File: src/rtl/lms_div.sv
`timescale 1ns / 1ps
// Pipelined restoring divider, one quotient bit per stage, several lanes.
// The dividend bits above QW must be below the divisor. Depends on nothing.
module lms_div #(
   parameter int LANES  = 1,
   parameter int DEND_W = 8,
   parameter int DSOR_W = 8,
   parameter int QW     = 8,
   parameter int PW     = 1
) (
   input  logic                          clock,
   input  logic                          reset,
   input  logic                          vld_i,
   input  logic [LANES-1:0][DEND_W-1:0]  dend_i,
   input  logic [LANES-1:0][DSOR_W-1:0]  dsor_i,
   input  logic [PW-1:0]                 pay_i,
   output logic                          vld_o,
   output logic [LANES-1:0][QW-1:0]      quo_o,
   output logic [PW-1:0]                 pay_o
);

   localparam int HI_W  = DEND_W - QW;
   localparam int REM_W = DSOR_W + 1;

   logic                         vld_ff  [QW];
   logic [LANES-1:0][DEND_W-1:0] dend_ff [QW];
   logic [LANES-1:0][DSOR_W-1:0] dsor_ff [QW];
   logic [LANES-1:0][REM_W-1:0]  rem_ff  [QW];
   logic [LANES-1:0][QW-1:0]     quo_ff  [QW];
   logic [PW-1:0]                pay_ff  [QW];

   for (genvar k = 0; k < QW; k++) begin : g_stage
      logic                         vld_src;
      logic [LANES-1:0][DEND_W-1:0] dend_src;
      logic [LANES-1:0][DSOR_W-1:0] dsor_src;
      logic [LANES-1:0][REM_W-1:0]  rem_src;
      logic [LANES-1:0][QW-1:0]     quo_src;
      logic [PW-1:0]                pay_src;
      logic [LANES-1:0][REM_W-1:0]  shifted;
      logic [LANES-1:0][REM_W-1:0]  rem_in;
      logic [LANES-1:0][QW-1:0]     quo_in;

      if (k == 0) begin : g_load
         assign vld_src  = vld_i;
         assign dend_src = dend_i;
         assign dsor_src = dsor_i;
         assign quo_src  = '0;
         assign pay_src  = pay_i;
         for (genvar l = 0; l < LANES; l++) begin : g_lane
            if (HI_W > 0) begin : g_hi
               assign rem_src[l] = REM_W'(dend_i[l][DEND_W-1:QW]);
            end else begin : g_zero
               assign rem_src[l] = '0;
            end
         end
      end else begin : g_link
         assign vld_src  = vld_ff[k-1];
         assign dend_src = dend_ff[k-1];
         assign dsor_src = dsor_ff[k-1];
         assign rem_src  = rem_ff[k-1];
         assign quo_src  = quo_ff[k-1];
         assign pay_src  = pay_ff[k-1];
      end

      always_comb begin
         for (int l = 0; l < LANES; l++) begin
            shifted[l] = {rem_src[l][REM_W-2:0], dend_src[l][QW-1-k]};
            if (shifted[l] >= {1'b0, dsor_src[l]}) begin
               rem_in[l] = shifted[l] - {1'b0, dsor_src[l]};
               quo_in[l] = (quo_src[l] << 1) | QW'(1);
            end else begin
               rem_in[l] = shifted[l];
               quo_in[l] = quo_src[l] << 1;
            end
         end
      end

      always_ff @(posedge clock) begin
         if (reset) begin
            vld_ff[k] <= 1'b0;
         end else begin
            vld_ff[k] <= vld_src;
         end
         dend_ff[k] <= dend_src;
         dsor_ff[k] <= dsor_src;
         rem_ff[k]  <= rem_in;
         quo_ff[k]  <= quo_in;
         pay_ff[k]  <= pay_src;
      end
   end

   assign vld_o = vld_ff[QW-1];
   assign quo_o = quo_ff[QW-1];
   assign pay_o = pay_ff[QW-1];

endmodule

File: config.mk
export PLATFORM = sky130hd
export DESIGN_NAME = lms_div
export DESIGN_NICKNAME = d
export VERILOG_FILES = /design/src/rtl/lms_div.sv
export SDC_FILE = /design/constraint.sdc
export NUM_CORES = 1
export LEC_CHECK = 0
export BUFFER_PORTS_ARGS = -buffer_cell sky130_fd_sc_hd__buf_2
export CAP_MARGIN = 20
export CORE_MARGIN = 4
export CORE_UTILIZATION = 40
export DETAILED_ROUTE_END_ITERATION = 7
export GPL_ROUTABILITY_DRIVEN = 0
export PLACE_DENSITY = 0.63
export SLEW_MARGIN = 5
export SYNTH_ARGS = -nofsm -noshare
export SYNTH_HDL_FRONTEND = slang
export SYNTH_SLANG_ARGS = --single-unit
File: constraint.sdc
create_clock -name clock -period 2.9 [get_ports clock]
set_input_delay 0.29 -clock clock [delete_from_list [all_inputs] [get_ports clock]]
set_output_delay 0.29 -clock clock [all_outputs]
set_load 0.05 [all_outputs]
==> metrics.txt <==
# TYPE chip_impl_metric gauge
chip_impl_metric{name="fillers",unit=""} 1626
chip_impl_metric{name="p_per_area",unit="nW/um^2"} 853
chip_impl_metric{name="grt_max_degree",unit=""} 20
chip_impl_metric{name="floorplan.die.width",unit="um"} 144
chip_impl_metric{name="p_leak",unit="nW"} 4.16
chip_impl_info{name="synth_most_common_cell",value="sky130_fd_sc_hd__dfxtp_1"} 1
chip_impl_metric{name="drive_gt1_share",unit="%"} 16.6
chip_impl_metric{name="first_global_vias",unit=""} 4770
chip_impl_metric{name="grt_remaining_overflow",unit=""} 0
chip_impl_metric{name="drc_errors",unit=""} 0
chip_impl_metric{name="crit_arrival",unit="ns"} 2.69
chip_impl_metric{name="hold_viol_final",unit=""} 0
chip_impl_metric{name="yosysWarningCount",unit=""} 0
chip_impl_metric{name="placement_rows",unit=""} 49
chip_impl_info{name="grt_setup_unrepaired",value="no"} 1
chip_impl_metric{name="final-seq-area",unit="um^2"} 3840
chip_impl_info{name="ys.flop_type",value="sky130_fd_sc_hd__dfxtp_1"} 1
chip_impl_metric{name="detail_route.wirelength",unit="mm"} 11.8
chip_impl_info{name="crit_type",value="reg2reg"} 1
chip_impl_info{name="worst_hold_path_type",value="in2reg"} 1
chip_impl_metric{name="yosys.cell_types.count",unit=""} 48
chip_impl_metric{name="place.port_buffers",unit=""} 29
chip_impl_metric{name="setup_tns",unit="ns"} 0
chip_impl_metric{name="drtIter0Drc",unit=""} 97
chip_impl_info{name="clock_tree.root_cell",value="sky130_fd_sc_hd__clkbuf_16"} 1
chip_impl_metric{name="synth_enable_flop_cells",unit=""} 0
chip_impl_metric{name="firstDrtPassIters",unit=""} 4
chip_impl_metric{name="required",unit="ns"} 3.22
chip_impl_metric{name="finish.utilization",unit="%"} 47.0
chip_impl_metric{name="number_of_antenna_violations_at_the_first_check_in_global_routing",unit=""} 0
chip_impl_info{name="cts_tree",value="yes"} 1
chip_impl_metric{name="layout.nets",unit=""} 770
chip_impl_metric{name="cts_max_path_buffers",unit=""} 2
chip_impl_metric{name="syn_to_final_growth",unit="%"} 14.5
chip_impl_metric{name="max_freq",unit="GHz"} 0.421
chip_impl_metric{name="timing.max_slew.rel_slack",unit="%"} 63.8
chip_impl_metric{name="syn_avg_cell_area",unit="um^2"} 11.7
chip_impl_metric{name="drt-vias-per-instance",unit=""} 4.86
chip_impl_metric{name="cts-htree-levels",unit=""} 4
chip_impl_metric{name="number_of_buffers_created_by_cts",unit=""} 17
chip_impl_metric{name="floorplan.initialDensity",unit="%"} 41.0
chip_impl_info{name="run_status",value="complete, no violations"} 1
chip_impl_metric{name="antenna_cells",unit=""} 0
chip_impl_metric{name="min_period",unit="ns"} 2.37
chip_impl_metric{name="synth_nets",unit=""} 718
chip_impl_metric{name="synthDominantCellAreaShare",unit="%"} 51.8
chip_impl_metric{name="post_cts_resized",unit=""} 0
chip_impl_metric{name="pin_count",unit=""} 30
chip_impl_metric{name="wire_per_inst",unit="um"} 12.8
chip_impl_metric{name="syn-instance-count",unit=""} 634
chip_impl_metric{name="finalMaxSlewViolations",unit=""} 0
chip_impl_metric{name="synthesis.area",unit="um^2"} 7420
chip_impl_metric{name="detailroute.via_count",unit=""} 4506
chip_impl_metric{name="hpwlAfterDp",unit="mm"} 9.13
chip_impl_info{name="synth_area_leader_cell",value="sky130_fd_sc_hd__dfxtp_1"} 1
chip_impl_metric{name="multi_input_area",unit="um^2"} 3200
chip_impl_metric{name="synth_sequential_area_ratio",unit="%"} 51.8
chip_impl_metric{name="irDropWorstVdd",unit="mV"} 0.443
chip_impl_metric{name="drt.antenna.violating_nets",unit=""} 0
chip_impl_metric{name="max_cap_viol_count",unit=""} 0
chip_impl_info{name="end_kind",value="flip-flop"} 1
chip_impl_info{name="synthTopCellsByArea",value="sky130_fd_sc_hd__dfxtp_1, sky130_fd_sc_hd__ha_1, sky130_fd_sc_hd__mux2_4"} 1
chip_impl_metric{name="synth_async_sr_flop_share",unit="%"} 0
chip_impl_metric{name="numClockSinks",unit=""} 192
chip_impl_metric{name="design.die.area",unit="um^2"} 20800
chip_impl_metric{name="dieHeight",unit="um"} 144
chip_impl_info{name="netlist_top_cells_count",value="sky130_fd_sc_hd__dfxtp_1, sky130_fd_sc_hd__inv_1, sky130_fd_sc_hd__ha_1"} 1
chip_impl_metric{name="ys_seq_elements",unit=""} 192
chip_impl_metric{name="setup-violations-final",unit=""} 0
chip_impl_metric{name="gr-usage-all-layers",unit="%"} 12.4
chip_impl_metric{name="timing_worst_slew_pin_value",unit="ns"} 0.543
chip_impl_metric{name="clkLatencyLatePin",unit="ns"} 0.42
chip_impl_metric{name="core_area",unit="um^2"} 18100
chip_impl_metric{name="final_critical_path_share_of_the_clock_period",unit="%"} 81.9
chip_impl_metric{name="finClkSkew",unit="ns"} 0.00883
chip_impl_metric{name="grt_first_pass_wirelength",unit="mm"} 20.5
chip_impl_metric{name="path_clk_slew",unit="ns"} 0.07
chip_impl_info{name="startpoint_type",value="flip-flop"} 1
chip_impl_metric{name="crit_fanout",unit=""} 9
-- worst max-delay path, stage by stage (launching register included) --
cell and delay, ns:
sky130_fd_sc_hd__dfxtp_1 0.36, sky130_fd_sc_hd__inv_1 0.05, sky130_fd_sc_hd__ha_1 0.36, sky130_fd_sc_hd__a21o_1 0.25, sky130_fd_sc_hd__a2111oi_2 0.38, sky130_fd_sc_hd__o21a_1 0.52, sky130_fd_sc_hd__mux2_4 0.34
-- registers in the layout, indices dropped and copies added, names as in the netlist --
register and count:
dsor_ff 56, rem_ff 56, quo_ff 36, dend_ff 28, pay_ff 8, vld_ff 8
-- logic make-up (layout without fill, tap and decap cells) --
kind of cell,after synthesis,count (layout),share of synthesized area (%)
AOI/OAI and AO/OA,109,109,12.1
and+or+nand+nor,114,114,8.38
adders and majority gates,64,64,11.4
buffers and inverters,88,153,5.13
xor gates and xnor gates,18,18,2.12
muxes,49,49,9.04
DFF,192,192,51.8
-- metal layers --
layer | vias to the layer above | routed length [um] | GRT usage [%]
met2 | 66 | 6480 | 23.6
met3 | 29 | 380 | 4.10
li1 | 2298 | - | -
met5 | - | 0 | 0
met4 | 0 | 324 | 5.74
met1 | 2113 | 4660 | 11.9
-- layout make-up --
| type | instances | area share, % |
|---|---|---|
| multi-input combinational | 354 | 37.6 |
| sequential | 192 | 45.3 |
| timing repair buffer | 43 | 3.36 |
| tap | 229 | 3.37 |
| clock inverter | 14 | 1.89 |
| inverter | 78 | 3.45 |
| clock buffer | 18 | 5.05 |
-- path summary, 6_finish.rpt --
path	start	cells past startpoint	end	slack, ns
worst max-delay path	dsor_ff[0][6]$_DFF_P_	6	rem_ff[1][7]$_DFF_P_	0.53
worst min-delay path	dsor_i[1]	1	dsor_ff[0][1]$_DFF_P_	0.03
worst max register to register	dsor_ff[0][6]$_DFF_P_	6	rem_ff[1][7]$_DFF_P_	0.53
worst min register to register	quo_ff[1][9]$_DFF_P_	0	quo_ff[1][18]$_DFF_P_	0.32
-- placed cells by master (no fill, tap or decap), types with 2 or more instances in the layout --
cell                            netlist  final
sky130_fd_sc_hd__inv_6                0      4
sky130_fd_sc_hd__a21o_1              20     20
sky130_fd_sc_hd__mux2_4              36     36
sky130_fd_sc_hd__nor2b_1             15     15
sky130_fd_sc_hd__a211oi_1             6      6
sky130_fd_sc_hd__nand3_1             12     12
sky130_fd_sc_hd__o21ai_0              8      8
sky130_fd_sc_hd__o311a_1              5      5
sky130_fd_sc_hd__a211oi_2             6      6
sky130_fd_sc_hd__a311o_1              4      4
sky130_fd_sc_hd__a2111oi_2            5      5
sky130_fd_sc_hd__buf_2                4     29
sky130_fd_sc_hd__and3_1               6      6
sky130_fd_sc_hd__inv_1               78     78
sky130_fd_sc_hd__o21a_1              12     12
sky130_fd_sc_hd__dlygate4sd3_1        0     14
sky130_fd_sc_hd__clkbuf_16            0     17
sky130_fd_sc_hd__a21oi_1             15     15
sky130_fd_sc_hd__nor3_1              22     22
sky130_fd_sc_hd__fa_1                 6      6
sky130_fd_sc_hd__a21boi_1             2      2
sky130_fd_sc_hd__ha_1                58     58
sky130_fd_sc_hd__mux2i_1             13     13
sky130_fd_sc_hd__dfxtp_1            192    192
sky130_fd_sc_hd__o31a_1               6      6
sky130_fd_sc_hd__nor4_1               4      4
sky130_fd_sc_hd__nand2_1              7      7
sky130_fd_sc_hd__xnor2_1             18     18
sky130_fd_sc_hd__a211o_1             10     10
sky130_fd_sc_hd__inv_8                0      5
sky130_fd_sc_hd__clkinvlp_4           0      3
sky130_fd_sc_hd__nand2b_1            13     13
sky130_fd_sc_hd__nor2_1              26     26
-- what timing repair did --
item,in CTS,in global routing
hold endpoints to repair,14,0
hold buffers,14,0
buffers inserted,0,0
-- power breakdown --
| group | leakage [nW] | switching, mW | internal, mW |
|---|---|---|---|
| sequential | 1.60 | 0.137 | 2.96 |
| combinational | 2.28 | 0.916 | 0.936 |
| clock | 0.281 | 1.06 | 1.23 |
| total | 4.16 | 2.12 | 5.13 |
-- through the flow --
step | power, mW | setup slack, ns | area (um^2) | instances | hold slack, ns
finish | 7.25 | 0.526 | 8490 | 928 | 0.0295
global route | 7.66 | 0.395 | 8490 | 928 | 0.00648
CTS | 7.33 | 0.512 | 8490 | 928 | 0.0133
detailed placement | 5.00 | 0.530 | 7760 | 882 | 0.312
global placement | 4.92 | 0.588 | 7760 | 882 | 0.310
floorplan | 4.71 | 0.916 | 7420 | 634 | 0.310
No activity file was read; power rests on OpenSTA's default activity.
