**src/rtl/lms_pkg.sv**
```systemverilog
`timescale 1ns / 1ps
// Shared widths, register indexes and pipeline payload types of the leg
// motion step unit. No dependencies.
package lms_pkg;

   localparam int LMS_FRAC_BITS = 16;

   localparam int VEL_W    = 31;   // velocity / lift height registers
   localparam int POS_W    = 32;   // positions
   localparam int TS_W     = 24;   // time step
   localparam int DIFF_W   = 33;   // position differences and their magnitudes
   localparam int LIFT_W   = 34;   // dz plus lift height
   localparam int RAD_W    = 66;   // sums of squares
   localparam int ROOT_W   = 33;   // square roots
   localparam int PROD_W   = 55;   // velocity * time step
   localparam int DUR_W    = 63;   // durations, capped at 2^62
   localparam int MULDIV_W = 94;   // lift height * duration
   localparam int CSR_IDX_W = 2;

   localparam logic [DUR_W-1:0] DUR_MAX = DUR_W'(1) << 62;

   localparam logic [CSR_IDX_W-1:0] CSR_PLANAR_VEL  = 2'd0;
   localparam logic [CSR_IDX_W-1:0] CSR_LIFT_HEIGHT = 2'd1;
   localparam logic [CSR_IDX_W-1:0] CSR_LIFT_VEL    = 2'd2;

   // Travels beside the two square roots.
   typedef struct packed {
      logic [POS_W-1:0]  cx;
      logic [POS_W-1:0]  cy;
      logic [POS_W-1:0]  cz;
      logic [POS_W-1:0]  tz;
      logic [DIFF_W-1:0] mx;
      logic [DIFF_W-1:0] my;
      logic              neg_x;
      logic              neg_y;
      logic [DIFF_W-1:0] dz;
      logic [PROD_W-1:0] pv_ts;
      logic [PROD_W-1:0] lv_ts;
   } lms_front_type;

   // Travels beside the planar and duration dividers.
   typedef struct packed {
      logic [POS_W-1:0]  cx;
      logic [POS_W-1:0]  cy;
      logic [POS_W-1:0]  cz;
      logic [POS_W-1:0]  tz;
      logic              neg_x;
      logic              neg_y;
      logic              d2_zero;
      logic [PROD_W-1:0] lv_ts;
      logic [POS_W-1:0]  dist3d;
   } lms_mid_type;

   // Travels beside the lift scaling divider.
   typedef struct packed {
      logic [POS_W-1:0]  nx;
      logic [POS_W-1:0]  ny;
      logic [POS_W-1:0]  cz;
      logic [POS_W-1:0]  tz;
      logic [PROD_W-1:0] lv_ts;
      logic [POS_W-1:0]  dist3d;
      logic              h_div;
   } lms_tail_type;

endpackage

```
**src/rtl/lms_back.sv**
```systemverilog
`timescale 1ns / 1ps
// Back end: target height with scaled lift, Z step with saturation, and the
// result registers. Depends on lms_pkg.
module lms_back import lms_pkg::*; #(
   parameter int FRAC_BITS = LMS_FRAC_BITS
) (
   input  logic              clock,
   input  logic              reset,
   input  logic              vld_i,
   input  logic [VEL_W-1:0]  quo_i,
   input  lms_tail_type      pay_i,
   input  logic [VEL_W-1:0]  lh_i,
   output logic              valid_o,
   output logic [POS_W-1:0]  next_x_o,
   output logic [POS_W-1:0]  next_y_o,
   output logic [POS_W-1:0]  next_z_o,
   output logic [POS_W-1:0]  dist_o
);

   localparam int GAP_W = LIFT_W + 1;
   localparam int NZ_W  = LIFT_W + 2;
   localparam logic signed [NZ_W-1:0] Z_MAX = NZ_W'(64'sd2147483647);
   localparam logic signed [NZ_W-1:0] Z_MIN = -NZ_W'(64'sd2147483648);

   // F1: target height plus lift
   logic              f1_vld_ff;
   logic [VEL_W-1:0]  calc_h;
   logic [LIFT_W-1:0] th_ff;
   logic [PROD_W-1:0] lvz_ff;
   logic [POS_W-1:0]  f1_cz_ff, f1_nx_ff, f1_ny_ff, f1_d3_ff;

   assign calc_h = pay_i.h_div ? quo_i : lh_i;

   always_ff @(posedge clock) begin
      if (reset) begin
         f1_vld_ff <= 1'b0;
      end else begin
         f1_vld_ff <= vld_i;
      end
      th_ff    <= {{2{pay_i.tz[POS_W-1]}}, pay_i.tz} + LIFT_W'(calc_h);
      lvz_ff   <= pay_i.lv_ts >> FRAC_BITS;
      f1_cz_ff <= pay_i.cz;
      f1_nx_ff <= pay_i.nx;
      f1_ny_ff <= pay_i.ny;
      f1_d3_ff <= pay_i.dist3d;
   end

   // F2: signed gap to the height target
   logic              f2_vld_ff;
   logic [GAP_W-1:0]  diff;
   logic [GAP_W-1:0]  gap_ff;
   logic              up_ff, down_ff;
   logic [PROD_W-1:0] f2_lvz_ff;
   logic [POS_W-1:0]  f2_cz_ff, f2_nx_ff, f2_ny_ff, f2_d3_ff;

   assign diff = {th_ff[LIFT_W-1], th_ff} - {{3{f1_cz_ff[POS_W-1]}}, f1_cz_ff};

   always_ff @(posedge clock) begin
      if (reset) begin
         f2_vld_ff <= 1'b0;
      end else begin
         f2_vld_ff <= f1_vld_ff;
      end
      gap_ff    <= diff[GAP_W-1] ? -diff : diff;
      down_ff   <= diff[GAP_W-1];
      up_ff     <= !diff[GAP_W-1] && (diff != '0);
      f2_lvz_ff <= lvz_ff;
      f2_cz_ff  <= f1_cz_ff;
      f2_nx_ff  <= f1_nx_ff;
      f2_ny_ff  <= f1_ny_ff;
      f2_d3_ff  <= f1_d3_ff;
   end

   // F3: limited Z step, saturation, result registers
   logic                   valid_ff;
   logic [POS_W-1:0]       nx_ff, ny_ff, nz_ff, d3_ff;
   logic [GAP_W-1:0]       mz;
   logic signed [NZ_W-1:0] cz_ext, nz;
   logic [POS_W-1:0]       nz_in;

   always_comb begin
      mz     = (PROD_W'(gap_ff) < f2_lvz_ff) ? gap_ff : f2_lvz_ff[GAP_W-1:0];
      cz_ext = NZ_W'($signed(f2_cz_ff));
      if (up_ff) begin
         nz = cz_ext + $signed(NZ_W'(mz));
      end else if (down_ff) begin
         nz = cz_ext - $signed(NZ_W'(mz));
      end else begin
         nz = cz_ext;
      end
      if (nz > Z_MAX) begin
         nz_in = Z_MAX[POS_W-1:0];
      end else if (nz < Z_MIN) begin
         nz_in = Z_MIN[POS_W-1:0];
      end else begin
         nz_in = nz[POS_W-1:0];
      end
   end

   always_ff @(posedge clock) begin
      if (reset) begin
         valid_ff <= 1'b0;
      end else begin
         valid_ff <= f2_vld_ff;
      end
      nx_ff <= f2_nx_ff;
      ny_ff <= f2_ny_ff;
      nz_ff <= nz_in;
      d3_ff <= f2_d3_ff;
   end

   assign valid_o  = valid_ff;
   assign next_x_o = nx_ff;
   assign next_y_o = ny_ff;
   assign next_z_o = nz_ff;
   assign dist_o   = d3_ff;

endmodule

```
**config.mk**
```make
export PLATFORM = sky130hd
export DESIGN_NAME = lms_back
export DESIGN_NICKNAME = d
export VERILOG_FILES = /design/src/rtl/lms_pkg.sv /design/src/rtl/lms_back.sv
export SDC_FILE = /design/constraint.sdc
export NUM_CORES = 1
export LEC_CHECK = 0
export BUFFER_PORTS_ARGS = -buffer_cell sky130_fd_sc_hd__buf_2
export CAP_MARGIN = 25
export CORE_MARGIN = 1.5
export CORE_UTILIZATION = 35
export DETAILED_ROUTE_END_ITERATION = 6
export GPL_TIMING_DRIVEN = 0
export PLACE_DENSITY = 0.64
export SYNTH_ARGS = -nofsm -noshare
export SYNTH_HDL_FRONTEND = slang
export SYNTH_SLANG_ARGS = --single-unit
```
**constraint.sdc**
```tcl
create_clock -name clock -period 14.35 [get_ports clock]
set_clock_uncertainty 0.1 [all_clocks]
set_input_delay 0.7175 -clock clock [delete_from_list [all_inputs] [get_ports clock]]
set_output_delay 0.7175 -clock clock [all_outputs]
set_load 0.05 [all_outputs]
```
==> results of run 1 <==
-- cells by family (layout without fill, tap and decap cells) --
logic type / count (synthesis) / after routing / share of synthesized area
xor+xnor: 115 / 115 / 0.04645
compound gates: 555 / 555 / 0.1713
mux: 110 / 110 / 0.05470
other cells: 1 / 5 / 0.0001729
fa+ha+maj: 179 / 179 / 0.1047
simple gates: 408 / 408 / 0.09324
buf+inv: 198 / 688 / 0.03560
flops: 535 / 535 / 0.4939
-- placed cells by master, fill, tap and decap left out, drive strengths merged, types with 8 or more instances in the layout --
cell      instances
a31oi            11
or3              10
dfxtp           535
clkinv           14
nor4             11
o22ai            13
a2111oi           9
inv             135
nor2            131
and3             11
nand4            14
mux2i            42
clkinvlp          9
xnor2            73
nand2b           25
o21a             17
ha              175
o31ai            18
o211ai           14
clkbuf          108
buf             417
nor2b            22
a21o             58
and4              8
a21oi           157
nand2            78
mux2             68
o41ai             8
a211oi           33
and2             11
a221oi           10
o21ai           111
xor2             42
or2              10
nor3             31
o21bai           21
nand3            32
-- power by group through the flow --
| stage | Sequential [mW] | Combinational, mW | Clock [mW] |
|---|---|---|---|
| after floorplan | 1.99 | 1.49 | 0 |
| after global placement | 1.81 | 2.25 | 0 |
| after detailed placement | 1.81 | 2.26 | 0 |
| after CTS | 1.78 | 2.27 | 1.47 |
| after global routing | 1.80 | 2.52 | 1.53 |
| final | 1.78 | 2.30 | 1.43 |
-- metal layers --
layer	global-route usage	vias to the layer above	wire length [um]
met2	0.3244	586	28910
li1	-	8348	-
met1	0.2361	7617	26760
met5	0	-	160
met3	0.05014	145	4673
met4	0.08503	24	2667
-- worst max-delay path by stage --
stage                             from      endpoint  cells past startpoint
after floorplan           f2_lvz_ff[1]  next_z_o[11]                     27
after global placement    f2_lvz_ff[1]  next_z_o[10]                     27
after detailed placement  f2_lvz_ff[1]  next_z_o[10]                     27
after CTS                 f2_lvz_ff[1]  next_z_o[10]                     27
after global routing      f2_lvz_ff[1]  next_z_o[14]                     27
final                     f2_lvz_ff[1]  next_z_o[10]                     27
-- per-stage QoR --
step	hold slack, ns	instances	util
2_1_floorplan	0.2096	2101	-
3_3_place_gp	0.2098	3284	0.4008
3_5_place_dp	0.2121	3284	0.4008
4_1_cts	0.04336	3381	0.4311
5_1_grt	0.05268	3383	0.4312
6_report	0.08659	3385	0.4313
-- sequential cells by signal (all words and copies together), names as in the netlist --
signal and cells:
f1_vld_ff 1, dist_o 32, up_ff 1, f2_cz_ff 32, f2_nx_ff 32, f1_d3_ff 32
f1_nx_ff 32, f1_cz_ff 32, f2_lvz_ff 39, next_x_o 32, next_z_o 32, gap_ff 35
down_ff 1, f2_vld_ff 1, valid_o 1, f2_ny_ff 32, th_ff 33, next_y_o 32
lvz_ff 39, f2_d3_ff 32, f1_ny_ff 32
-- cell type report --
| class | count | area [sq um] |
|---|---|---|
| diodes | 4 | 10.01 |
| plain buffers | 68 | 284.0 |
| clock buffers | 64 | 1448 |
| clock inverters | 33 | 420.4 |
| fillers | 5873 | 34970 |
| inverters | 130 | 488.0 |
| multi-input cells | 1368 | 10200 |
| flip-flops and latches | 535 | 10710 |
| well taps | 790 | 988.4 |
| repair buffers | 393 | 1967 |
==> key figures, run 1 <==
Status
  – Run status: completed

Synth
  – Yosys top cell area share: 0.4939
  – Top post-synthesis cells by count: 535 x dfxtp_1, 175 x ha_1, 157 x a21oi_1
  – Syn Nets: 2561
  – Most frequent cell after synthesis: dfxtp_1
  – Mapped Area: 21680 sq um
  – Ys async rst share: 0
  – Post-synth top area cell: dfxtp_1
  – Ys flop type: dfxtp_1
  – Count of cell types in the netlist: around 90
  – Fraction of the yosys area taken by sequential cells: 0.4939
  – Syn. warnings: 0
  – Number of synthesized flops with an enable pin: 0
  – Avg Synthesized Cell Area: about 10 sq um
  – Syn Inst Count: around 2.1k
  – Area contributors post-synth: dfxtp_1 49%, ha_1 10%, a21oi_1 3.6%
  – Post-synthesis register bit count: around 540

STA
  – Worst setup margin: slightly above 6 ns
  – Tcrit/Tclk final: 0.5666
  – Setup TNS: 0 ns
  – # setup viols final: 0
  – Slew HR: 0.2239
  – Maximum clock frequency: roughly 0.12 GHz
  – Min Tclk post-route: around 8.1 ns
  – Max-slew violation count: 0
  – Final Hold Fails: 0
  – Unrepaired setup endpoints after global routing: no
  – Worst-Margin Slew: 1.149 ns

Floorplanning
  – Die ar.: ~63000 sq um
  – I/O pin count: slightly above 400
  – Row count: a little over 90
  – Chip Height: 251.9 um
  – Initial core utilization: 0.3527
  – Die X: ~250 um
  – Core area: roughly 61000 sq um

Clock network
  – Cts hold-fix bufs: 0
  – Resized cells post-CTS: 0
  – Clock Sinks: 535
  – # Post-CTS Setup Buffers: 0
  – Clock Latency Late Sink: around 0.62 ns
  – CTS Buffer Depth: 3
  – CTS tree: yes
  – Clock slew at reported path FFs: ~0.07 ns
  – TritonCTS buffer count: 53
  – Root Driver: clkbuf_16
  – H-tree levels: 2

Worst setup path
  – FF-to-FF path depth: 27
  – Critical path class: register to register
  – Critical-path maximum fanout: 10
  – Delay-heaviest family, CP: compound AO/OA/AOI/OAI gates
  – WP buf/inv: 4
  – CP Launch Type: register
  – Cell mode on critical path: o21ai_0
  – RR Startpoint: f2_lvz_ff[1]
  – CP required: roughly 15 ns
  – Critical path arrival: ~8.5 ns
  – RR Endpoint: next_z_o[10]
  – Critical path capture point type: register
  – Reg2reg setup slack: just over 6 ns
  – CP peak stage delay: slightly below 0.9 ns
  – Slowest stage cell, crit path: nor4_1

Worst hold path
  – Hold path cells: 1
  – Worst min path class: input pin to register
  – Hold Path End: f1_d3_ff[24]
  – Min-Delay Startpoint: pay_i[25]

Pwr
  – Sw Pwr: between 2 and 2.5 mW
  – Sw Share: 0.3922
  – Leakage Power: ~12 nW
  – Worst VDD drop: roughly 0.13 mV
  – Pint: around 3.3 mW
  – Comb pwr share: 0.417
  – Fraction of power consumed by sequential logic: 0.323
  – Post-layout power: around 5.5 mW
  – Power per cell area: roughly 210 nW/um^2
  – Clock network power share: 0.260

Finish
  – Area of all placed cells without fillers: ~27000 sq um
  – NumNets Final: roughly 3k
  – Area grow syn2layout: 22.29%
  – Layout cells sized above 1: 0.2339

GRT
  – Total grt overflow: 0
  – First-pass GRT wire length: between 90000 and 100000 um
  – Antenna violations before repair: 17
  – Overall routing resource usage: 0.1944
  – Largest net degree at the start of global routing: 18
  – Vias in the first global route: approximately 17k

Run
  – Max-cap viol count: 0

Placed design
  – Placed Area: ~25000 sq um
  – Post-DP HPWL: ~51000 um
  – Dpl ws: roughly 6.2 ns
  – # port buffers: 393
  – Final GP Congestion: between 0.8 and 0.9

Drt
  – 1st-iter DRT viols: approximately 1000
  – Antenna Nets Post-Route: 0
  – Post-Route WL: about 63000 um
  – DRC Markers: 0
  – Vias: approximately 17k
  – Post-DR wirelength/cell: about 19 um
  – 1st-pass router iterations: 5
  – Vias per Instance: a little under 5
(Power assumes the default switching activity.)
==> run 2: changes to the inputs <==
clock period = 7.7 ns   (was 14.35 ns; I/O delays follow)
==> run 2 against run 1 <==
Compared with the run above:
- combinational power is 90% higher
- final cell count is 5.1% higher
- critical path depth stayed put
- final area is 6.6% higher
- sequential power is 87% higher
- wire length is 6.0% higher
- maximum frequency is 13% higher
- register-to-register slack worse by 5.7 ns
- via count is 4.9% higher
- global-route usage is 1.2 points higher
- total power is 88% higher
- first-iteration DRC count is 8.3% higher
- critical path type unchanged
==> key figures, run 2 (synthesis results as in run 1) <==
Worst setup path
  – Cell depth of the worst setup path: 27 (unchanged)
  – Slowest stage cell, crit path: a2111oi_1 (was nor4_1)
  – CP peak stage delay: 0.52 ns (was 0.89 ns)
  – Critical path class: register to register (unchanged)
  – CP required: 8.07 ns (was 14.71 ns)
  – Critical-path maximum fanout: 10 (unchanged)
  – RR Endpoint: next_z_o[10] (unchanged)
  – FF-to-FF path depth: 27 (unchanged)
  – Critical path arrival: 7.59 ns (was 8.50 ns)
  – Reg2reg setup slack: 0.48 ns (was 6.22 ns)
  – CP Launch Type: register (unchanged)
  – WP buf/inv: 4 (unchanged)
  – Critical path capture point type: register (unchanged)
  – Delay-heaviest family, CP: compound AO/OA/AOI/OAI gates (unchanged)
  – Cell mode on critical path: o21ai_0 (unchanged)
  – RR Startpoint: f2_lvz_ff[1] (unchanged)

Placed design
  – Final GP Congestion: 0.8966 (unchanged)
  – Cells after DPL: 3284 (unchanged)
  – Post-DP HPWL: 51320 um (unchanged)
  – # port buffers: 393 (unchanged)

GRT
  – Vias in the first global route: 18.16k (was 16.96k)
  – Largest net degree at the start of global routing: 18 (unchanged)
  – Total grt overflow: 0 (unchanged)
  – Antenna violations before repair: 11 (was 17)
  – Overall routing resource usage: 0.2069 (was 0.1944)
  – First-pass GRT wire length: 102100 um (was 95630 um)

Finish
  – NumNets Final: 3180 (was 3009)
  – Layout cells sized above 1: 0.2219 (was 0.2339)
  – FF/Latch Area: 10710 sq um (unchanged)
  – Most common cell after layout, fill and taps aside: dfxtp_1 (unchanged)
  – Area grow syn2layout: 30.40% (was 22.29%)
  – Most frequent cells in the layout: 535 x dfxtp_1, 403 x buf_2, 175 x ha_1 (was 535 x dfxtp_1, 401 x buf_2, 175 x ha_1)
  – Number of fill cells: 5647 (was 5873)
  – Top Registers: f2_lvz_ff: 39 flops, lvz_ff: 39 flops, gap_ff: 35 flops (unchanged)
  – Post-Layout Cell Count: 3559 (was 3385)
  – Multi-input logic area: 10230 sq um (was 10200 sq um)

Floorplanning
  – Die X: 251.9 um (unchanged)
  – I/O pin count: 410 (unchanged)
  – Die ar.: 63460 sq um (unchanged)
  – Row count: 91 (unchanged)
  – Chip Height: 251.9 um (unchanged)
  – Initial core utilization: 0.3527 (unchanged)
  – Core area: 61480 sq um (unchanged)

Pwr
  – Leakage Power: 12.63 nW (was 11.90 nW)
  – Sw Share: 0.3929 (was 0.3922)
  – Fraction of power consumed by sequential logic: 0.320 (was 0.323)
  – Power per cell area: 367.3 nW/um^2 (was 207.8 nW/um^2)
  – Sw Pwr: 4.080 mW (was 2.161 mW)
  – Worst VDD drop: 0.2749 mV (was 0.1305 mV)
  – Post-layout power: 10.38 mW (was 5.511 mW)
  – Clock network power share: 0.259 (was 0.260)
  – Comb pwr share: 0.421 (was 0.417)
  – Pint: 6.305 mW (was 3.349 mW)

Drt
  – Post-DR wirelength/cell: 18.81 um (was 18.66 um)
  – Met2 WL: 31780 um (was 28910 um)
  – Post-Route M1 WL: 28090 um (was 26760 um)
  – Routed wl met3: 4484 um (was 4673 um)
  – Post-Route WL: 66950 um (was 63170 um)
  – Antenna Nets Post-Route: 0 (unchanged)
  – Vias per Instance: 4.928 (was 4.939)
  – DRC Markers: 0 (unchanged)
  – 1st-pass router iterations: 6 (was 5)
  – 1st-iter DRT viols: 1073 (was 991)
  – Uppermost layer routed: met5 (unchanged)
  – Vias: 17.54k (was 16.72k)

STA
  – Final Hold Fails: 0 (unchanged)
  – Min Tclk post-route: 7.219 ns (was 8.131 ns)
  – Slew HR: 0.2935 (was 0.2239)
  – Worst-Margin Slew: 1.060 ns (was 1.149 ns)
  – Maximum clock frequency: 0.1385 GHz (was 0.1230 GHz)
  – Max-slew violation count: 0 (unchanged)
  – Hold WS: 0.03613 ns (was 0.08659 ns)
  – Tcrit/Tclk final: 0.9375 (was 0.5666)
  – Unrepaired setup endpoints after global routing: no (unchanged)
  – # setup viols final: 0 (unchanged)

Clock network
  – CTS Buffer Depth: 3 (unchanged)
  – Clock Sinks: 535 (unchanged)
  – Root Driver: clkbuf_16 (unchanged)
  – H-tree levels: 2 (unchanged)
  – Clock slew at reported path FFs: 0.07 ns (about the same)
  – Clock Latency Late Sink: 0.63 ns (was 0.62 ns)
  – TritonCTS buffer count: 53 (unchanged)
  – CTS tree: yes (unchanged)

Worst hold path
  – Hold Path End: th_ff[0] (was f1_d3_ff[24])
  – Min-Delay Startpoint: lh_i[0] (was pay_i[25])
  – Worst min path class: input pin to register (unchanged)
  – Hold path cells: 3 (was 1)

Status
  – Run status: completed (unchanged)

Run
  – Max-cap viol count: 0 (unchanged)
[run 2: layout make-up]
type                    instances  area share
clock buffers                  64     0.05119
plain buffers                  68     0.01044
flip-flops and latches        535      0.3788
clock inverters                33     0.01487
repair buffers                564      0.1301
inverters                     130     0.01726
diodes                          7   0.0006195
multi-input cells            1368      0.3618
well taps                     790     0.03496
[run 2: power by group through the flow]
stage / registers [mW] / clock network [mW] / logic (mW)
after detailed placement: 3.38 / 0 / 4.21
after CTS: 3.32 / 2.75 / 4.31
after floorplan: 3.70 / 0 / 2.78
after global routing: 3.36 / 2.86 / 4.79
after global placement: 3.37 / 0 / 4.20
final: 3.32 / 2.69 / 4.37
[run 2: timing repair]
item,CTS,global route
hold endpoints to repair,173,0
resized for setup,7,3
cloned,0,0
hold buffers,171,0
setup buffers,0,0
setup endpoints to repair,31,31
[run 2: how the worst max path moves through the flow]
stage                 start           end
6_report       f2_lvz_ff[1]  next_z_o[10]
5_1_grt        f2_lvz_ff[1]  next_z_o[14]
4_1_cts        f2_lvz_ff[1]  next_z_o[10]
3_5_place_dp   f2_lvz_ff[1]  next_z_o[10]
3_3_place_gp   f2_lvz_ff[1]  next_z_o[10]
2_1_floorplan  f2_lvz_ff[1]  next_z_o[11]
[run 2: tightest hold or removal path, stage by stage]
cell	delay, ns
buf_2	0.07
mux2_2	0.13
ha_1	0.11
[run 2: through the flow]
step	utilization	cell area [sq um]	setup TNS (ns)	setup WS (ns)
floorplan	-	21680	0	2.005
detailed placement	0.4008	24640	-10.59	-0.4433
CTS	0.4594	28240	0	0.02441
global placement	0.4008	24640	-12.05	-0.5081
global route	0.4599	28280	0	0.00005063
finish	0.4599	28280	0	0.4810
[run 2: routing by layer]
layer,up-vias,GRT usage
li1,8702,-
met1,8109,0.2474
met2,589,0.3564
met3,131,0.04756
met4,6,0.08554
met5,-,0
==> run 3: changes to the inputs <==
REMOVE_ABC_BUFFERS = 1   (was default)
==> run 3 against run 2 <==
Compared with the run above:
- via count shrank 0.94%
- final area shrank 0.37%
- non-clock buffer count shrank 62
- total power grew 0.22%
- largest power group unchanged
- hold slack lost 0.0029 ns
- sequential cell count is the same
- count of clock-buffer cells in the layout grew 5
- critical path depth shrank 3
- global-route usage shrank 0.60 points
- highest routed layer unchanged
- final cell count shrank 1.8%
- sequential share of layout area grew 0.15 points
- clock power grew 4%
==> key figures, run 3 (synthesis results as in run 1) <==
Status
  – Run status: completed (unchanged)

Clock network
  – CTS tree: yes (unchanged)
  – Clock Sinks: 535 (unchanged)
  – Clock slew at reported path FFs: 0.06 ns (was 0.07 ns)
  – Root Driver: clkbuf_16 (unchanged)
  – CTS Buffer Depth: 3 (unchanged)
  – # Post-CTS Setup Buffers: 0 (unchanged)
  – TritonCTS buffer count: 54 (was 53)
  – H-tree levels: 2 (unchanged)
  – Clock Latency Late Sink: 0.62 ns (was 0.63 ns)

Worst setup path
  – Critical path capture point type: register (unchanged)
  – FF-to-FF path depth: 24 (was 27)
  – CP startpoint: f2_lvz_ff[20] (was f2_lvz_ff[1])
  – Delay-heaviest family, CP: compound AO/OA/AOI/OAI gates (unchanged)
  – Critical path class: register to register (unchanged)
  – CP required: 8.10 ns (was 8.07 ns)
  – Reg2reg setup slack: 0.59 ns (was 0.48 ns)
  – Setup crit end: next_z_o[8] (was next_z_o[10])
  – Worst path cell trace: inv_1 -> ha_1 -> a21o_1 -> a21o_1 -> a21oi_1 -> or4_1 -> a41oi_1 -> a21oi_2 -> nand2_8 -> buf_12 -> mux2_2 -> ha_1 -> fa_1 -> nor2_1 -> o311a_1 -> o211ai_1 -> a21oi_1 -> a31oi_1 -> nand2b_1 -> a221oi_2 -> o221ai_1 -> o41a_2 -> buf_8 -> o31ai_2
  – Critical path arrival: 7.52 ns (was 7.59 ns)
  – Cell depth of the worst setup path: 24 (was 27)
  – CP peak stage delay: 0.56 ns (was 0.52 ns)
  – Critical-path maximum fanout: 35 (was 10)
  – Slowest stage cell, crit path: o41a_2 (was a2111oi_1)
  – RR Endpoint: next_z_o[8] (was next_z_o[10])
  – CP Launch Type: register (unchanged)
  – RR Startpoint: f2_lvz_ff[20] (was f2_lvz_ff[1])
  – WP buf/inv: 3 (was 4)

Finish
  – Number of fill cells: 5607 (was 5647)
  – Most common cell after layout, fill and taps aside: dfxtp_1 (unchanged)
  – Layout cells sized above 1: 0.2265 (was 0.2219)
  – Area of all placed cells without fillers: 28170 sq um (was 28280 sq um)
  – NumNets Final: 3119 (was 3180)
  – Most frequent cells in the layout: 533 x dfxtp_1, 393 x buf_2, 175 x ha_1 (was 535 x dfxtp_1, 403 x buf_2, 175 x ha_1)
  – Area grow syn2layout: 29.92% (was 30.40%)
  – Top Registers: f2_lvz_ff: 39 flops, lvz_ff: 39 flops, gap_ff: 35 flops (unchanged)

GRT
  – Total grt overflow: 0 (unchanged)
  – Overall routing resource usage: 0.2008 (was 0.2069)
  – First-pass GRT wire length: 99390 um (was 102100 um)
  – Antenna violations before repair: 14 (was 11)
  – Largest net degree at the start of global routing: 44 (was 18)
  – Vias in the first global route: 17.81k (was 18.16k)

Drt
  – Vias per Instance: 4.969 (was 4.928)
  – 1st-iter DRT viols: 1222 (was 1073)
  – DRC Markers: 0 (unchanged)
  – Post-Route WL: 65200 um (was 66950 um)
  – Post-Route M1 WL: 27390 um (was 28090 um)
  – Antenna Nets Post-Route: 0 (unchanged)
  – Met2 WL: 31350 um (was 31780 um)
  – Routed wl met3: 4278 um (was 4484 um)
  – Vias: 17.37k (was 17.54k)
  – Uppermost layer routed: met5 (unchanged)
  – 1st-pass router iterations: 5 (was 6)
  – Post-DR wirelength/cell: 18.65 um (was 18.81 um)

STA
  – Unrepaired setup endpoints after global routing: no (unchanged)
  – # setup viols final: 0 (unchanged)
  – Min Tclk post-route: 7.112 ns (was 7.219 ns)
  – Maximum clock frequency: 0.1406 GHz (was 0.1385 GHz)
  – Tcrit/Tclk final: 0.9237 (was 0.9375)
  – Max-slew violation count: 0 (unchanged)
  – Worst-Margin Slew: 0.9142 ns (was 1.060 ns)
  – Slew HR: 0.3899 (was 0.2935)
  – Setup TNS: 0 ns (unchanged)
  – Final Hold Fails: 0 (unchanged)

Placed design
  – Post-DP HPWL: 48710 um (was 51320 um)
  – Final GP Congestion: 0.8976 (was 0.8966)
  – # port buffers: 393 (unchanged)
  – Placed Area: 24460 sq um (was 24640 sq um)

Run
  – Max-cap viol count: 0 (unchanged)

Floorplanning
  – I/O pin count: 410 (unchanged)
  – Initial core utilization: 0.3527 (unchanged)
  – Die ar.: 63460 sq um (unchanged)
  – Chip Height: 251.9 um (unchanged)
  – Die X: 251.9 um (unchanged)
  – Core area: 61480 sq um (unchanged)
  – Row count: 91 (unchanged)

Pwr
  – Power per cell area: 369.4 nW/um^2 (was 367.3 nW/um^2)
  – Worst VDD drop: 0.2246 mV (was 0.2749 mV)
  – Leakage Power: 12.61 nW (was 12.63 nW)

Worst hold path
  – Worst min path class: input pin to register (unchanged)
## run 3: layout make-up
| cell class | count | area, sq um | area share |
|---|---|---|---|
| Tap cell | 790 | 988.4 | 0.03508 |
| Multi-Input combinational cell | 1368 | 10250 | 0.3640 |
| Timing Repair Buffer | 570 | 3779 | 0.1341 |
| Sequential cell | 535 | 10710 | 0.3802 |
| Clock buffer | 69 | 1528 | 0.05423 |
| Clock inverter | 30 | 412.9 | 0.01466 |
| Antenna cell | 4 | 10.01 | 0.0003553 |
| Inverter | 130 | 488.0 | 0.01732 |
## run 3: how the worst min path moves through the flow
stage / startpoint / endpoint / slack [ns] / cells after the start
floorplan: f2_d3_ff[0] / dist_o[0] / 0.21 / 0
global placement: f1_ny_ff[31] / f2_ny_ff[31] / 0.21 / 0
CTS: pay_i[90] / th_ff[2] / 0.005 / 3
global route: pay_i[90] / th_ff[2] / 0.02 / 3
finish: pay_i[90] / th_ff[2] / 0.03 / 3
detailed placement: lvz_ff[15] / f2_lvz_ff[15] / 0.21 / 0
## run 3: stage by stage
stage	util	power, mW	hold WS, ns	instances	worst slack (ns)
4_1_cts	0.4575	10.41	0.005310	3492	0.06325
3_3_place_gp	0.3961	7.456	0.2097	3216	-2.516
5_1_grt	0.4582	11.06	0.01967	3496	0.07218
2_1_floorplan	-	6.439	0.2096	2033	0.3152
3_5_place_dp	0.3978	7.534	0.2121	3221	-0.1829
6_report	0.4582	10.41	0.03320	3496	0.5877
## run 3: what timing repair did
action	CTS	global route
gates resized for setup	3	6
pin swaps	0	0
endpoints found under the setup margin	24	31
hold buffers	172	0
endpoints found under the hold margin	173	0
## run 3: worst reg2reg max path: stages (launching register included)
cell	delay (ns)
dfxtp_1	0.46
inv_1	0.08
ha_1	0.30
a21o_1	0.12
a21o_1	0.10
a21oi_1	0.06
or4_1	0.44
a41oi_1	0.29
a21oi_2	0.13
nand2_8	0.32
buf_12	0.27
mux2_2	0.40
ha_1	0.22
fa_1	0.42
nor2_1	0.16
o311a_1	0.25
o211ai_1	0.14
a21oi_1	0.38
a31oi_1	0.31
nand2b_1	0.25
a221oi_2	0.43
o221ai_1	0.23
o41a_2	0.56
buf_8	0.22
o31ai_2	0.33
## run 3: routing by layer
metal / global-route usage / vias to the layer above
met4: 0.07237 / 16
met1: 0.2392 / 8095
li1: - / 8574
met3: 0.05148 / 129
met5: 0 / -
met2: 0.3479 / 558
## run 3: power by group
group / total, mW / internal, mW / leakage (nW) / switching, mW
clock network: 2.79 / 1.63 / 0.949 / 1.17
registers: 3.34 / 3.13 / 4.51 / 0.209
logic: 4.27 / 1.64 / 7.15 / 2.63
